`src/sv/assert_macros.svh`:
```
// Assertion macros for the transfer unit RTL.
// Included by modules that check their own logic; compiles to nothing under synthesis.
`ifndef ASSERT_MACROS_SVH
`define ASSERT_MACROS_SVH
`ifndef SYNTHESIS
// Property must hold at every clock edge outside reset.
`define ASSERT_PROP(lbl, clk, rst_n, prop, msg) \
    lbl: assert property (@(posedge clk) disable iff (!rst_n) (prop)) else $error(msg);
// Condition must never be true outside reset.
`define ASSERT_NEVER(lbl, clk, rst_n, cond, msg) \
    lbl: assert property (@(posedge clk) disable iff (!rst_n) !(cond)) else $error(msg);
`else
`define ASSERT_PROP(lbl, clk, rst_n, prop, msg)
`define ASSERT_NEVER(lbl, clk, rst_n, cond, msg)
`endif
`endif

```
`src/sv/i2c_mrt_pkg.sv`:
```
// Types and constants for the I2C master register transfer unit.
// No dependencies; used by all modules and the bench.
package i2c_mrt_pkg;

    // Command codes of an input item
    typedef enum logic [1:0] {
        CMD_LOAD  = 2'd0,
        CMD_WRITE = 2'd1,
        CMD_READ  = 2'd2,
        CMD_EVENT = 2'd3
    } cmd_t;

    // Bus actions handed to the byte engine
    typedef enum logic [2:0] {
        ACT_NONE      = 3'd0,
        ACT_START     = 3'd1,
        ACT_SEND      = 3'd2,
        ACT_RECV_ACK  = 3'd3,
        ACT_RECV_NACK = 3'd4,
        ACT_STOP      = 3'd5
    } action_t;

    // Transfer phases, one-hot
    typedef enum logic [8:0] {
        PH_IDLE    = 9'b000000001,
        PH_W_START = 9'b000000010,
        PH_W_SLA   = 9'b000000100,
        PH_W_ADDR  = 9'b000001000,
        PH_W_DATA  = 9'b000010000,
        PH_R_START = 9'b000100000,
        PH_R_SLA   = 9'b001000000,
        PH_R_MORE  = 9'b010000000,
        PH_R_LAST  = 9'b100000000
    } phase_t;

    // Configuration register indexes
    localparam logic [1:0] CFG_DEVICE_ID_HIGH     = 2'd0;
    localparam logic [1:0] CFG_DEVICE_SUB_ADDRESS = 2'd1;
    localparam logic [1:0] CFG_ATTEMPT_LIMIT      = 2'd2;

    localparam logic [3:0] RST_DEVICE_ID_HIGH     = 4'd10;
    localparam logic [2:0] RST_DEVICE_SUB_ADDRESS = 3'd1;
    localparam logic [3:0] RST_ATTEMPT_LIMIT      = 4'd10;

    // Bus engine status codes after masking
    localparam logic [7:0] STATUS_MASK    = 8'hF8;
    localparam logic [7:0] ST_START       = 8'h08;
    localparam logic [7:0] ST_REP_START   = 8'h10;
    localparam logic [7:0] ST_MT_SLA_ACK  = 8'h18;
    localparam logic [7:0] ST_MT_SLA_NACK = 8'h20;
    localparam logic [7:0] ST_MT_DATA_ACK = 8'h28;
    localparam logic [7:0] ST_ARB_LOST    = 8'h38;
    localparam logic [7:0] ST_MR_SLA_ACK  = 8'h40;
    localparam logic [7:0] ST_MR_SLA_NACK = 8'h48;
    localparam logic [7:0] ST_MR_DATA_ACK = 8'h50;
    localparam logic [7:0] ST_MR_DATA_NACK = 8'h58;

    localparam logic [4:0] MAX_LEN = 5'd16;

    typedef struct packed {
        logic [3:0] device_id_high;
        logic [2:0] device_sub_address;
        logic [3:0] attempt_limit;
    } cfg_t;

    typedef struct packed {
        cmd_t       cmd;
        logic [3:0] register_address;
        logic [4:0] byte_count;
        logic [7:0] data_byte;
        logic [7:0] bus_status;
    } in_item_t;

    typedef struct packed {
        action_t    bus_action;
        logic [7:0] send_byte;
        logic       received_valid;
        logic [7:0] received_byte;
        logic       finished;
        logic       success;
    } res_t;

    // Sequencer to write buffer control
    typedef struct packed {
        logic       load_en;
        logic [7:0] load_data;
        logic       rewind;
        logic       advance;
    } buf_ctrl_t;

endpackage

```
`src/sv/i2c_mrt_req_if.sv`:
```
// Input channel of the transfer unit: commands and bus status events.
// Standalone; no package needed.
interface i2c_mrt_req_if;
    logic       valid;
    logic       ready;
    logic [1:0] cmd;
    logic [3:0] register_address;
    logic [4:0] byte_count;
    logic [7:0] data_byte;
    logic [7:0] bus_status;

    modport source (
        output valid, cmd, register_address, byte_count, data_byte, bus_status,
        input  ready
    );
    modport sink (
        input  valid, cmd, register_address, byte_count, data_byte, bus_status,
        output ready
    );
endinterface

```
`src/sv/i2c_mrt_rsp_if.sv`:
```
// Output channel of the transfer unit: bus actions and transfer results.
// Standalone; no package needed.
interface i2c_mrt_rsp_if;
    logic       valid;
    logic       ready;
    logic [2:0] bus_action;
    logic [7:0] send_byte;
    logic       received_valid;
    logic [7:0] received_byte;
    logic       finished;
    logic       success;

    modport source (
        output valid, bus_action, send_byte, received_valid, received_byte, finished,
               success,
        input  ready
    );
    modport sink (
        input  valid, bus_action, send_byte, received_valid, received_byte, finished,
               success,
        output ready
    );
endinterface

```
`src/sv/i2c_mrt_wbuf.sv`:
```
// Write data buffer: load pointer, fetch pointer and a memory with registered read.
// Depends on i2c_mrt_pkg.
module i2c_mrt_wbuf #(
    parameter int DEPTH = 16
) (
    input  logic                  clk,
    input  logic                  rst_n,
    input  i2c_mrt_pkg::buf_ctrl_t ctrl,
    output logic [7:0]            rd_data
);
    import i2c_mrt_pkg::*;

    localparam int AW = (DEPTH > 1) ? $clog2(DEPTH) : 1;
    localparam logic [AW-1:0] LAST_IDX = AW'(DEPTH - 1);

    logic [7:0]    mem [DEPTH];
    logic [AW-1:0] load_ptr_reg;
    logic [AW-1:0] load_ptr_next;
    logic [AW-1:0] fetch_ptr_reg;
    logic [AW-1:0] fetch_ptr_next;
    logic [7:0]    rd_data_reg;

    // Pointer stepping with wrap at the buffer depth
    always_comb
    begin
        load_ptr_next  = load_ptr_reg;
        fetch_ptr_next = fetch_ptr_reg;
        if (ctrl.rewind)
        begin
            load_ptr_next  = '0;
            fetch_ptr_next = '0;
        end
        else
        begin
            if (ctrl.load_en)
                load_ptr_next = (load_ptr_reg == LAST_IDX) ? '0 : load_ptr_reg + 1'b1;
            if (ctrl.advance)
                fetch_ptr_next = (fetch_ptr_reg == LAST_IDX) ? '0 : fetch_ptr_reg + 1'b1;
        end
    end

    always_ff @(posedge clk or negedge rst_n)
    begin
        if (!rst_n)
        begin
            load_ptr_reg  <= '0;
            fetch_ptr_reg <= '0;
        end
        else
        begin
            load_ptr_reg  <= load_ptr_next;
            fetch_ptr_reg <= fetch_ptr_next;
        end
    end

    // Memory: one write port, registered read of the next byte to send
    always_ff @(posedge clk)
    begin
        if (ctrl.load_en)
            mem[load_ptr_reg] <= ctrl.load_data;
        rd_data_reg <= mem[fetch_ptr_next];
    end

    assign rd_data = rd_data_reg;

endmodule

```
`src/sv/i2c_mrt_seq.sv`:
```
// Transfer sequencer: input register, phase state machine and result register.
// Depends on i2c_mrt_pkg, the channel interfaces and assert_macros.svh.
`include "assert_macros.svh"

module i2c_mrt_seq (
    input  logic                   clk,
    input  logic                   rst_n,
    i2c_mrt_req_if.sink            req,
    i2c_mrt_rsp_if.source          rsp,
    input  i2c_mrt_pkg::cfg_t      cfg,
    input  logic [7:0]             buf_data,
    output i2c_mrt_pkg::buf_ctrl_t buf_ctrl
);
    import i2c_mrt_pkg::*;

    // Input stage
    logic     s1_valid_reg;
    in_item_t s1_item_reg;
    logic     out_free;
    logic     process;

    // Transfer state
    phase_t     phase_reg, phase_next;
    logic [3:0] att_reg, att_next;
    logic [4:0] pos_reg, pos_next;
    logic [4:0] len_reg, len_next;
    logic [3:0] addr_reg, addr_next;
    logic       rd_reg, rd_next;

    // Result stage
    logic  o_valid_reg;
    res_t  o_res_reg;
    res_t  res_next;
    logic  emit;
    logic  res_load;

    // Decode helpers
    logic [7:0] st;
    logic       st_is_start;
    logic       do_retry;
    logic       do_fail;
    logic [3:0] att_base;
    logic [4:0] pos_inc;
    logic [4:0] cnt_clamped;
    logic [7:0] slave_w;
    logic [7:0] slave_r;

    assign out_free  = !o_valid_reg || rsp.ready;
    assign process   = s1_valid_reg && out_free;
    assign req.ready = !s1_valid_reg || out_free;
    assign res_load  = process && emit;

    assign st          = s1_item_reg.bus_status & STATUS_MASK;
    assign st_is_start = (st == ST_START) || (st == ST_REP_START);
    assign pos_inc     = pos_reg + 5'd1;
    assign slave_w     = {cfg.device_id_high, cfg.device_sub_address, 1'b0};
    assign slave_r     = {cfg.device_id_high, cfg.device_sub_address, 1'b1};
    assign cnt_clamped = (s1_item_reg.byte_count == 5'd0)   ? 5'd1 :
                         (s1_item_reg.byte_count > MAX_LEN) ? MAX_LEN :
                         s1_item_reg.byte_count;

    // Input register
    always_ff @(posedge clk or negedge rst_n)
    begin
        if (!rst_n)
            s1_valid_reg <= 1'b0;
        else if (req.ready)
            s1_valid_reg <= req.valid;
    end

    always_ff @(posedge clk)
    begin
        if (req.valid && req.ready)
        begin
            s1_item_reg.cmd              <= cmd_t'(req.cmd);
            s1_item_reg.register_address <= req.register_address;
            s1_item_reg.byte_count       <= req.byte_count;
            s1_item_reg.data_byte        <= req.data_byte;
            s1_item_reg.bus_status       <= req.bus_status;
        end
    end

    // Next state and result for the item in the input register
    always_comb
    begin
        phase_next = phase_reg;
        att_next   = att_reg;
        pos_next   = pos_reg;
        len_next   = len_reg;
        addr_next  = addr_reg;
        rd_next    = rd_reg;
        res_next   = '0;
        emit       = 1'b0;
        do_retry   = 1'b0;
        do_fail    = 1'b0;
        att_base   = att_reg;
        buf_ctrl   = '0;

        if (process)
        begin
            unique case (s1_item_reg.cmd) inside
                CMD_LOAD:
                begin
                    if (phase_reg == PH_IDLE)
                    begin
                        buf_ctrl.load_en   = 1'b1;
                        buf_ctrl.load_data = s1_item_reg.data_byte;
                    end
                end
                CMD_WRITE, CMD_READ:
                begin
                    if (phase_reg == PH_IDLE)
                    begin
                        len_next  = cnt_clamped;
                        addr_next = s1_item_reg.register_address;
                        rd_next   = (s1_item_reg.cmd == CMD_READ);
                        pos_next  = '0;
                        att_base  = '0;
                        emit      = 1'b1;
                        do_retry  = 1'b1;
                    end
                end
                CMD_EVENT:
                begin
                    if (phase_reg != PH_IDLE)
                    begin
                        emit = 1'b1;
                        unique case (phase_reg)
                            PH_W_START:
                            begin
                                if (st == ST_ARB_LOST)
                                    do_retry = 1'b1;
                                else if (!st_is_start)
                                    do_fail = 1'b1;
                                else
                                begin
                                    phase_next          = PH_W_SLA;
                                    res_next.bus_action = ACT_SEND;
                                    res_next.send_byte  = slave_w;
                                end
                            end
                            PH_W_SLA:
                            begin
                                if (st == ST_MT_SLA_NACK || st == ST_ARB_LOST)
                                    do_retry = 1'b1;
                                else if (st != ST_MT_SLA_ACK)
                                    do_fail = 1'b1;
                                else
                                begin
                                    phase_next          = PH_W_ADDR;
                                    res_next.bus_action = ACT_SEND;
                                    res_next.send_byte  = {4'd0, addr_reg};
                                end
                            end
                            PH_W_ADDR:
                            begin
                                if (st != ST_MT_DATA_ACK)
                                    do_fail = 1'b1;
                                else
                                begin
                                    pos_next = '0;
                                    if (rd_reg)
                                    begin
                                        phase_next          = PH_R_START;
                                        res_next.bus_action = ACT_START;
                                    end
                                    else
                                    begin
                                        phase_next          = PH_W_DATA;
                                        res_next.bus_action = ACT_SEND;
                                        res_next.send_byte  = buf_data;
                                        buf_ctrl.advance    = 1'b1;
                                    end
                                end
                            end
                            PH_W_DATA:
                            begin
                                if (st != ST_MT_DATA_ACK)
                                    do_fail = 1'b1;
                                else
                                begin
                                    pos_next = pos_inc;
                                    if (pos_inc < len_reg)
                                    begin
                                        res_next.bus_action = ACT_SEND;
                                        res_next.send_byte  = buf_data;
                                        buf_ctrl.advance    = 1'b1;
                                    end
                                    else
                                    begin
                                        phase_next          = PH_IDLE;
                                        res_next.bus_action = ACT_STOP;
                                        res_next.finished   = 1'b1;
                                        res_next.success    = 1'b1;
                                    end
                                end
                            end
                            PH_R_START:
                            begin
                                if (st == ST_ARB_LOST)
                                    do_retry = 1'b1;
                                else if (!st_is_start)
                                    do_fail = 1'b1;
                                else
                                begin
                                    phase_next          = PH_R_SLA;
                                    res_next.bus_action = ACT_SEND;
                                    res_next.send_byte  = slave_r;
                                end
                            end
                            PH_R_SLA:
                            begin
                                if (st == ST_MR_SLA_NACK || st == ST_ARB_LOST)
                                    do_retry = 1'b1;
                                else if (st != ST_MR_SLA_ACK)
                                    do_fail = 1'b1;
                                else
                                begin
                                    pos_next = '0;
                                    if (len_reg > 5'd1)
                                    begin
                                        phase_next          = PH_R_MORE;
                                        res_next.bus_action = ACT_RECV_ACK;
                                    end
                                    else
                                    begin
                                        phase_next          = PH_R_LAST;
                                        res_next.bus_action = ACT_RECV_NACK;
                                    end
                                end
                            end
                            PH_R_MORE:
                            begin
                                if (st != ST_MR_DATA_ACK)
                                    do_fail = 1'b1;
                                else
                                begin
                                    pos_next                = pos_inc;
                                    res_next.received_valid = 1'b1;
                                    res_next.received_byte  = s1_item_reg.data_byte;
                                    if (({1'b0, pos_inc} + 6'd1) < {1'b0, len_reg})
                                        res_next.bus_action = ACT_RECV_ACK;
                                    else
                                    begin
                                        phase_next          = PH_R_LAST;
                                        res_next.bus_action = ACT_RECV_NACK;
                                    end
                                end
                            end
                            PH_R_LAST:
                            begin
                                if (st != ST_MR_DATA_NACK)
                                    do_fail = 1'b1;
                                else
                                begin
                                    phase_next              = PH_IDLE;
                                    res_next.bus_action     = ACT_STOP;
                                    res_next.received_valid = 1'b1;
                                    res_next.received_byte  = s1_item_reg.data_byte;
                                    res_next.finished       = 1'b1;
                                    res_next.success        = 1'b1;
                                end
                            end
                            default:
                            begin
                                phase_next        = PH_IDLE;
                                res_next.finished = 1'b1;
                            end
                        endcase
                    end
                end
                default:
                begin
                    emit = 1'b0;
                end
            endcase

            // Restart the transfer, or give up once the attempts are used;
            // the buffer pointers go back to the start either way
            if (do_retry)
            begin
                res_next        = '0;
                buf_ctrl.rewind = 1'b1;
                if (att_base >= cfg.attempt_limit)
                begin
                    phase_next          = PH_IDLE;
                    res_next.bus_action = ACT_NONE;
                    res_next.finished   = 1'b1;
                end
                else
                begin
                    att_next            = att_base + 4'd1;
                    phase_next          = PH_W_START;
                    res_next.bus_action = ACT_START;
                end
            end

            // Unexpected status: stop and report failure
            if (do_fail)
            begin
                phase_next          = PH_IDLE;
                res_next            = '0;
                res_next.bus_action = ACT_STOP;
                res_next.finished   = 1'b1;
            end
        end
    end

    // State registers
    always_ff @(posedge clk or negedge rst_n)
    begin
        if (!rst_n)
        begin
            phase_reg <= PH_IDLE;
            att_reg   <= '0;
            pos_reg   <= '0;
            len_reg   <= '0;
            addr_reg  <= '0;
            rd_reg    <= 1'b0;
        end
        else
        begin
            phase_reg <= phase_next;
            att_reg   <= att_next;
            pos_reg   <= pos_next;
            len_reg   <= len_next;
            addr_reg  <= addr_next;
            rd_reg    <= rd_next;
        end
    end

    // Result register
    always_ff @(posedge clk or negedge rst_n)
    begin
        if (!rst_n)
            o_valid_reg <= 1'b0;
        else if (res_load)
            o_valid_reg <= 1'b1;
        else if (rsp.ready)
            o_valid_reg <= 1'b0;
    end

    always_ff @(posedge clk)
    begin
        if (res_load)
            o_res_reg <= res_next;
    end

    assign rsp.valid          = o_valid_reg;
    assign rsp.bus_action     = o_res_reg.bus_action;
    assign rsp.send_byte      = o_res_reg.send_byte;
    assign rsp.received_valid = o_res_reg.received_valid;
    assign rsp.received_byte  = o_res_reg.received_byte;
    assign rsp.finished       = o_res_reg.finished;
    assign rsp.success        = o_res_reg.success;

    // A finishing result always returns the sequencer to idle
    `ASSERT_PROP(a_finish_idle, clk, rst_n, (res_load && res_next.finished) |=> (phase_reg == PH_IDLE), "finished result left sequencer busy")
    // Received bytes only ride on receive or stop actions
    `ASSERT_PROP(a_rx_action, clk, rst_n, (res_load && res_next.received_valid) |-> (res_next.bus_action == ACT_RECV_ACK || res_next.bus_action == ACT_RECV_NACK || res_next.bus_action == ACT_STOP), "received byte with wrong action")
    // Buffer load and pointer rewind never coincide
    `ASSERT_NEVER(a_load_rewind, clk, rst_n, buf_ctrl.load_en && buf_ctrl.rewind, "buffer load during rewind")

endmodule

```
`src/sv/i2c_master_register_transfer_unit.sv`:
```
// Top level of the I2C master register transfer unit: configuration registers,
// sequencer and write buffer. Depends on i2c_mrt_pkg, the channel interfaces and submodules.
//
//   Channel  Dir  Handshake      Carries
//   req      in   valid/ready    cmd, register_address, byte_count, data_byte, bus_status
//   rsp      out  valid/ready    bus_action, send_byte, received_valid, received_byte,
//                                finished, success
//   cfg      in   cfg_we         cfg_index, cfg_wdata (write only)
//
// One item per cycle while rsp is not stalled; an accepted item waits in the input register
// until the result register is free, and its result then loads there. A stalled rsp holds
// the result register and backs up req through the input register. Reset clears control
// state and restores configuration defaults; the write buffer needs no clearing.
module i2c_master_register_transfer_unit #(
    parameter int BUFFER_DEPTH = 16
) (
    input  logic           clk,
    input  logic           rst_n,
    i2c_mrt_req_if.sink    req,
    i2c_mrt_rsp_if.source  rsp,
    input  logic           cfg_we,
    input  logic [1:0]     cfg_index,
    input  logic [3:0]     cfg_wdata
);
    import i2c_mrt_pkg::*;

    cfg_t      cfg_reg;
    buf_ctrl_t buf_ctrl;
    logic [7:0] buf_data;

    // Configuration registers
    always_ff @(posedge clk or negedge rst_n)
    begin
        if (!rst_n)
        begin
            cfg_reg.device_id_high     <= RST_DEVICE_ID_HIGH;
            cfg_reg.device_sub_address <= RST_DEVICE_SUB_ADDRESS;
            cfg_reg.attempt_limit      <= RST_ATTEMPT_LIMIT;
        end
        else if (cfg_we)
        begin
            unique case (cfg_index)
                CFG_DEVICE_ID_HIGH:     cfg_reg.device_id_high     <= cfg_wdata;
                CFG_DEVICE_SUB_ADDRESS: cfg_reg.device_sub_address <= cfg_wdata[2:0];
                CFG_ATTEMPT_LIMIT:      cfg_reg.attempt_limit      <= cfg_wdata;
                default:                cfg_reg                    <= cfg_reg;
            endcase
        end
    end

    i2c_mrt_seq u_seq (
        .clk      (clk),
        .rst_n    (rst_n),
        .req      (req),
        .rsp      (rsp),
        .cfg      (cfg_reg),
        .buf_data (buf_data),
        .buf_ctrl (buf_ctrl)
    );

    i2c_mrt_wbuf #(
        .DEPTH (BUFFER_DEPTH)
    ) u_wbuf (
        .clk     (clk),
        .rst_n   (rst_n),
        .ctrl    (buf_ctrl),
        .rd_data (buf_data)
    );

endmodule

```
`src/flat_wrapper.sv`:
```
// flat-port wrapper written by rule: the top's interface ports become plain ports
module i2c_master_register_transfer_unit_flat import i2c_mrt_pkg::*;
#(
    parameter int BUFFER_DEPTH = 16
)
  (clk, rst_n, cfg_we, cfg_index, cfg_wdata, req_valid, req_cmd, req_register_address, req_byte_count, req_data_byte, req_bus_status, req_ready, rsp_valid, rsp_bus_action, rsp_send_byte, rsp_received_valid, rsp_received_byte, rsp_finished, rsp_success, rsp_ready);
  i2c_mrt_req_if req_i ();
  i2c_mrt_rsp_if rsp_i ();
  input  logic clk;
  input  logic rst_n;
  input  logic cfg_we;
  input  logic [1:0] cfg_index;
  input  logic [3:0] cfg_wdata;
  input wire logic [$bits(req_i.valid)-1:0] req_valid;
  input wire logic [$bits(req_i.cmd)-1:0] req_cmd;
  input wire logic [$bits(req_i.register_address)-1:0] req_register_address;
  input wire logic [$bits(req_i.byte_count)-1:0] req_byte_count;
  input wire logic [$bits(req_i.data_byte)-1:0] req_data_byte;
  input wire logic [$bits(req_i.bus_status)-1:0] req_bus_status;
  output wire logic [$bits(req_i.ready)-1:0] req_ready;
  output wire logic [$bits(rsp_i.valid)-1:0] rsp_valid;
  output wire logic [$bits(rsp_i.bus_action)-1:0] rsp_bus_action;
  output wire logic [$bits(rsp_i.send_byte)-1:0] rsp_send_byte;
  output wire logic [$bits(rsp_i.received_valid)-1:0] rsp_received_valid;
  output wire logic [$bits(rsp_i.received_byte)-1:0] rsp_received_byte;
  output wire logic [$bits(rsp_i.finished)-1:0] rsp_finished;
  output wire logic [$bits(rsp_i.success)-1:0] rsp_success;
  input wire logic [$bits(rsp_i.ready)-1:0] rsp_ready;
  assign req_i.valid = req_valid;
  assign req_i.cmd = req_cmd;
  assign req_i.register_address = req_register_address;
  assign req_i.byte_count = req_byte_count;
  assign req_i.data_byte = req_data_byte;
  assign req_i.bus_status = req_bus_status;
  assign req_ready = req_i.ready;
  assign rsp_valid = rsp_i.valid;
  assign rsp_bus_action = rsp_i.bus_action;
  assign rsp_send_byte = rsp_i.send_byte;
  assign rsp_received_valid = rsp_i.received_valid;
  assign rsp_received_byte = rsp_i.received_byte;
  assign rsp_finished = rsp_i.finished;
  assign rsp_success = rsp_i.success;
  assign rsp_i.ready = rsp_ready;
  i2c_master_register_transfer_unit #(.BUFFER_DEPTH(BUFFER_DEPTH)) u_core (.clk(clk), .rst_n(rst_n), .req(req_i), .rsp(rsp_i), .cfg_we(cfg_we), .cfg_index(cfg_index), .cfg_wdata(cfg_wdata));
endmodule
```
`config.mk`:
```
export PLATFORM = sky130hd
export DESIGN_NAME = i2c_master_register_transfer_unit_flat
export DESIGN_NICKNAME = d
export VERILOG_FILES = /design/src/sv/i2c_mrt_pkg.sv /design/src/sv/i2c_mrt_req_if.sv /design/src/sv/i2c_mrt_rsp_if.sv /design/src/sv/i2c_mrt_wbuf.sv /design/src/sv/i2c_mrt_seq.sv /design/src/sv/i2c_master_register_transfer_unit.sv /design/src/flat_wrapper.sv
export VERILOG_INCLUDE_DIRS = /design/src /design/src/sv
export SDC_FILE = /design/constraint.sdc
export NUM_CORES = 1
export LEC_CHECK = 0
export CAP_MARGIN = 20
export CORE_AREA = 8 8 156 158
export DETAILED_ROUTE_END_ITERATION = 10
export DIE_AREA = 0 0 164 166
export DONT_BUFFER_PORTS = 1
export GPL_TIMING_DRIVEN = 0
export PLACE_DENSITY = 0.68
export SYNTH_ARGS = -nofsm -noshare
export SYNTH_HDL_FRONTEND = slang
export SYNTH_HIERARCHICAL = 1
export SYNTH_SLANG_ARGS = --single-unit
```
`constraint.sdc`:
```
create_clock -name clk -period 3.6 [get_ports clk]
set_input_delay 0.9 -clock clk [delete_from_list [all_inputs] [get_ports clk]]
set_output_delay 0.9 -clock clk [all_outputs]
set_load 0.02 [all_outputs]
```
; ---- After elaboration in Yosys (flattened, before gate mapping)
; Memory sizes are Yosys's and may differ from the RTL's. A register that Yosys moved wholly into a read port is not among the register bits.
; Index checks and enable logic that the tools add are counted.
[word_totals]
mem_bits_rw = 128
inputBits = 38
mem_count = 1
ff_bits = 98
out_inout_bits = 24
elab_cells = 234
[op_classes]
bitwise = 4
n_addsub = 5
reduce_logical = 31
n_mux = 114
n_eq_ne = 49
magnitude_cmp = 5
[mem_list]
columns = memory, depth, word_bits, rd, rd_clocked_by_memory_dff, write_ports, line
row1 = u_core.u_wbuf.mem, 16, 8, 1, 1, 1, i2c_mrt_wbuf.sv:16  ; logic [7:0] mem [DEPTH];
[op_table]
columns = operator, count
row1 = 9-bit two-way mux, 22
row2 = 22-bit two-way mux, 4
row3 = 9-bit one-hot mux with 8 select lines, 1
row4 = 10-bit two-way mux, 7
row5 = 4-bit != test (second input constant), 14
row6 = 5-bit two-way mux, 9
row7 = 8-bit one-hot mux with 5 select lines, 1
row8 = 4-bit two-way mux, 9
row9 = 1-bit two-way mux, 33
row10 = 11-bit two-way mux, 3
row11 = 3-bit one-hot mux with 8 select lines, 1
row12 = 3-bit two-way mux, 7
row13 = 5-bit one-hot mux with 4 select lines, 1
row14 = 9-bit one-hot mux with 2 select lines, 1
row15 = 17-bit AND reduction, 1
row16 = 8-bit two-way mux, 2
row17 = 3-bit != test (second input constant), 5
row18 = 5-bit by 4-bit != test with 1-bit output (second input constant), 3
row19 = 4-bit by 1-bit adder with 4-bit output (second input constant), 3
row20 = 5-bit by 3-bit == test with 1-bit output (second input constant), 2
row21 = 5-bit one-hot mux with 2 select lines, 1
row22 = 10-bit AND reduction, 1
row23 = 9-bit by 1-bit == test with 1-bit output (second input constant), 1
row24 = 9-bit by 2-bit == test with 1-bit output (second input constant), 1
row25 = other kinds (44), 75

; ---- Depth between registers and ports, before layout
[depth]
depth_word = 11
ltp_mapped = 19
ltp_nobuf = 17

; ---- Cells and area by module
; The synthesis kept the hierarchy.
[by_module_without_submodules]
columns = module, cells_per_inst, seq_area_each_um2, n_inst, area_per_inst_um2
row1 = i2c_mrt_wbuf, 578, 4204.0, 1, 6981.7
row2 = i2c_mrt_seq, 408, 2133.3, 1, 4383.0
row3 = i2c_master_register_transfer_unit, 25, 281.5, 1, 439.2

; ---- Worst setup path before layout
; OpenSTA, ideal clock, no wires.
[synth_timing]
path_kind = reg-to-reg
startpoint = reg u_core.u_seq.pos_reg[0]
endpoint = reg u_core.u_wbuf.rd_data_reg[6] (netlist: u_core/u_wbuf/rd_data[6]) (read register of u_core.u_wbuf.mem)
setup_time_ns = 0.117
required_time_ns = 3.483
synth_period_minus_slack_ns = 3.971
stages_incl_launch_ff = 17
slack_ns = -0.371
n_path_buf = 1
t_arrival_ns = 3.854
path_cell_list = dfrtp_1 -> ha_1 -> xor2_1 -> ha_1 -> a21o_1 -> a31oi_1 -> o21ai_0 -> o22a_1 -> nor2_1 -> inv_1 -> nor3_1 -> mux2_2 -> clkbuf_1 -> nand4_1 -> a31oi_1 -> or3b_1 -> a32o_1
[synth_rtl]
columns = element, line
row1 = "start, declared", i2c_mrt_seq.sv:25  ; logic [4:0] pos_reg, pos_next;
row2 = "start signal, assigned", i2c_mrt_seq.sv:325  ; pos_reg <= pos_next;
row3 = "end, declared", i2c_mrt_wbuf.sv:21  ; logic [7:0] rd_data_reg;

==> results by group <==
Synth
  • Post-synthesis sequential area ratio: ~56%
  • Main synth FF type: edfxtp_1
  • Synth Instances: around 1000
  • Synth area leaders: edfxtp_1 44%, dfrtp_1 9.1%, ha_1 2.5%, o21ai_0 2.5%, mux2i_1 2.3%
  • Yosys reg bits: approximately 230
  • Post-synth EDFFs: around 170
  • Post-synth design cell area: between 0.01 and 0.015 mm^2
  • Synth cell types: 92
  • Syn. warnings: 6
  • Syn_nets: 1073
  • Post-synth top area share: roughly 44%
  • Async S/R FF share, synth: about a fifth
  • Leading area contributor after synthesis: edfxtp_1
  • Post-Syn Area per Cell: around 12 um^2

STA
  • Setup slack after layout: -0.119 ns
  • Final hold violation count: 0
  • Post-layout min period: around 3.7 ns
  • Worst clock skew: ~0.014 ns
  • Final worst hold slack: between 0.05 and 0.06 ns
  • Worst Tran Pin Value: approximately 0.84 ns
  • Final Setup Violations: 8
  • Final number of max-transition violations: 0
  • Fmax: 269 MHz
  • Slew margin rel.: a little over two fifths
  • Tcrit/Tclk final: 103%
  • RSZ-0062 raised after global routing: yes

Route
  • Post-Route WL: around 34 mm
  • Initial DRC count: about 1100
  • Antenna Nets Post-Route: 0
  • Routed len/inst: approximately 25 um
  • Drc violations: 0
  • Drt first pass iters: 7
  • Via count: around 9100
  • Vias per Instance: about 6.5

Critical path
  • Critical-path top delay cell: dfrtp_1
  • CP Class: reg2reg
  • CP Cell Sequence: buf_6 -> ha_4 -> inv_2 -> ha_4 -> a21o_1 -> a31oi_2 -> o21ai_2 -> o22a_1 -> nor2_4 -> inv_2 -> nor3_4 -> buf_4 -> buf_4 -> mux2i_4 -> clkbuf_16 -> a211oi_2 -> o221ai_4 -> o311ai_4 -> a31o_2
  • CP Max Fanout: 5
  • Reg-to-Reg End: u_core/u_wbuf/rd_data[1]
  • Critical Path Sink Type: register
  • Reg2Reg Depth: 19
  • Crit path max-delay family: compound AO/OA/AOI/OAI gates
  • WP data arrival: roughly 4.2 ns
  • Critical Path Max Stage Delay: between 0.4 and 0.5 ns
  • Crit path required time: roughly 4.0 ns
  • Reg2reg setup slack: -0.12 ns
  • Worst flop-to-flop path startpoint: u_core/u_seq/pos_reg[1]
  • Sum of buffers and inverters on the critical path: 6
  • Crit path launch type: register

Run status
  • Violated checks: setup timing
  • Status: finished with violations

Clock tree
  • Worst-Skew Late Latency: ~0.54 ns
  • Root Driver: clkbuf_16
  • Worst-path clk slew: about 0.060 ns
  • Inserted Clock Buffers: 27
  • CTS max path bufs: 3
  • CTS tree: yes
  • Hold-fix buffers at CTS: 0
  • CTS H-Tree Depth: 1
  • Clock sink total: around 230

Power and ir drop
  • Combinational share of power: 16.3%
  • Switching share of power: a little over a quarter
  • Cell internal pwr: roughly 0.0055 W
  • VDD IR max: between 0.4 and 0.5 mV
  • PD cells: between 500 and 600 mW/mm^2
  • Clock power frac: 39.1%
  • Psw: between 0.002 and 0.0025 W
  • Pleak: about 5.1 nW
  • Flop pwr share: 44.6%

Floorplan
  • Core Area: between 0.02 and 0.025 mm^2
  • Die H: 166 um
  • Chip width: around 160 um
  • Die ar.: between 0.02 and 0.03 mm^2
  • Ports: a little over 60
  • Initial core utilization: a little over half
  • Core Rows: 55

Placement
  • Cell Area, Placed: between 0.01 and 0.015 mm^2
  • GP Congestion: about 0.94
  • Post-place setup slack: -1.35 ns
  • Port Buf Inserts: 0
  • DP HPWL: between 20 and 25 mm
  • # placed instances: 1298

Layout
  • Largest register FFs: 128
  • Fin cells: 1400
  • Nets: 1157
  • Diode count: 0
  • Syn-to-layout area delta: 25.2%
  • Layout cells sized above 1: 28.6%
  • Fillers: about 1600
  • Final instance area: 0.0148 mm^2

Global routing
  • Largest net degree at the start of global routing: 50
  • First-pass GRT wire length: 52.2 mm
  • Total grt overflow: 0
  • Initial antenna violation count: 0
  • Vias in the first global route: 8904
  • Total GRT Usage: 24.7%

Flow run
  • Max-cap violations: 0

Worst hold path
  • Worst min-delay path class: in2async
synth_stat cells (5+ instances only):
| cell | number |
|---|---|
| o21ai_0 | 58 |
| edfxtp_1 | 174 |
| dfstp_2 | 6 |
| buf_2 | 20 |
| a21oi_1 | 29 |
| ha_1 | 24 |
| o221ai_1 | 9 |
| dfrtp_1 | 43 |
| nor3_1 | 39 |
| nand2_1 | 60 |
| a32o_1 | 6 |
| mux2i_1 | 27 |
| o311ai_0 | 7 |
| nor3b_1 | 5 |
| xor2_1 | 10 |
| o211ai_1 | 15 |
| nor2_1 | 63 |
| a221oi_1 | 9 |
| and2_1 | 22 |
| a41oi_1 | 8 |
| mux2_2 | 20 |
| inv_1 | 37 |
| nand2b_1 | 15 |
| nor2b_1 | 26 |
| or3_1 | 6 |
| a32oi_1 | 7 |
| o2111ai_1 | 10 |
| clkbuf_1 | 30 |
| nand3_1 | 16 |
| a211oi_1 | 12 |
| dfxtp_1 | 8 |
| nor4_1 | 9 |
| nand4_1 | 15 |
| buf_4 | 11 |
| mux2_4 | 5 |
| nand3b_1 | 25 |
| o311ai_1 | 7 |
| xnor2_1 | 8 |
| o21bai_1 | 14 |
stage by stage:
stage                     utilization (%)  TNS (ns)  total power, W
final                                66.9    -0.821         0.00757
after global routing                 66.9     -3.24         0.00784
after CTS                            65.4    -0.164         0.00750
after detailed placement             55.5    -23.89         0.00439
after global placement               55.2    -38.00         0.00435
after floorplan                         -         0         0.00407
power by group through the flow:
stage	combinational (W)	clock (W)	sequential, W
floorplan	0.000696	0	0.00337
global placement	0.000935	0	0.00342
detailed placement	0.000961	0	0.00343
CTS	0.00112	0.00300	0.00338
global route	0.00133	0.00310	0.00341
finish	0.00123	0.00296	0.00338
worst max-delay path by stage:
| stage | start | to | slack (ns) | cells after the start |
|---|---|---|---|---|
| finish | u_core/u_seq/pos_reg[1] | u_core/u_wbuf/rd_data[1] | -0.12 | 19 |
| global route | u_core/u_seq/pos_reg[1] | u_core/u_wbuf/rd_data[6] | -0.24 | 18 |
| CTS | u_core/u_seq/pos_reg[1] | u_core/u_wbuf/rd_data[2] | -0.06 | 19 |
| detailed placement | u_core/u_seq/phase_reg[5] | u_core/u_wbuf/rd_data[2] | -1.35 | 12 |
| global placement | u_core/u_seq/phase_reg[5] | u_core/u_wbuf/rd_data[2] | -1.36 | 12 |
| floorplan | u_core/u_seq/pos_reg[0] | u_core/u_wbuf/rd_data[6] | 0.01 | 16 |
layer usage:
metal  part of all wire [%]  vias to the layer above  GRT usage (%)
li1                       -                     4020              -
met1                     42                     4501           35.2
met5                      0                        -              0
met3                    9.9                       93           4.69
met2                     45                      495           37.2
met4                    3.4                        0           8.22
cell families (layout without fill, tap and decap cells):
| logic type | after synthesis | count (layout) | synth area share [%] |
|---|---|---|---|
| adders and majority gates | 24 | 24 | 2.54 |
| DFF | 231 | 231 | 56.1 |
| buffers and inverters | 105 | 208 | 4.16 |
| xor gates and xnor gates | 19 | 19 | 1.47 |
| AOI/OAI and AO/OA | 242 | 242 | 14.8 |
| muxes | 54 | 54 | 5.02 |
| and+or+nand+nor | 336 | 337 | 15.9 |
layout by cell type (no fill, tap or decap), drive strengths merged, types with 9 or more instances in the layout:
| cell | n |
|---|---|
| edfxtp | 174 |
| nor3 | 40 |
| o21bai | 15 |
| dfrtp | 43 |
| nand2 | 62 |
| clkinv | 11 |
| nor2b | 26 |
| a211oi | 15 |
| mux2 | 27 |
| nor2 | 66 |
| a221oi | 9 |
| nand3b | 26 |
| clkbuf | 58 |
| inv | 40 |
| nand2b | 15 |
| mux2i | 27 |
| and2 | 22 |
| o2111ai | 10 |
| nand4 | 15 |
| o221ai | 9 |
| nand3 | 16 |
| nor4 | 12 |
| a21oi | 31 |
| o21ai | 62 |
| o311ai | 14 |
| o211ai | 16 |
| buf | 92 |
| xor2 | 11 |
| ha | 24 |
repair_timing:
| item | CTS | global route |
|---|---|---|
| gates cloned | 5 | 2 |
| endpoints found under the setup margin | 116 | 120 |
| pin swaps | 56 | 41 |
| buffers inserted | 34 | 19 |
| resized for setup | 201 | 48 |
worst reg2reg max path: stages (launching register included):
cell and delay (ns):
dfrtp_1 0.41, buf_6 0.14, ha_4 0.27, inv_2 0.04, ha_4 0.14, a21o_1 0.18
a31oi_2 0.18, o21ai_2 0.12, o22a_1 0.21, nor2_4 0.12, inv_2 0.07, nor3_4 0.22
buf_4 0.18, buf_4 0.12, mux2i_4 0.35, clkbuf_16 0.23, a211oi_2 0.06, o221ai_4 0.14
o311ai_4 0.16, a31o_2 0.25
area by class of cell:
cell class / count / area [um^2] / area share [%]
Multi-Input combinational cell: 676 / 5570 / 37.7
Sequential cell: 231 / 6620 / 44.8
Timing Repair Buffer: 58 / 569 / 3.85
Clock inverter: 19 / 280 / 1.90
Clock buffer: 30 / 687 / 4.65
Tap cell: 285 / 357 / 2.41
Buffer: 62 / 536 / 3.62
Inverter: 39 / 154 / 1.04
No activity file was read; power rests on OpenSTA's default activity.
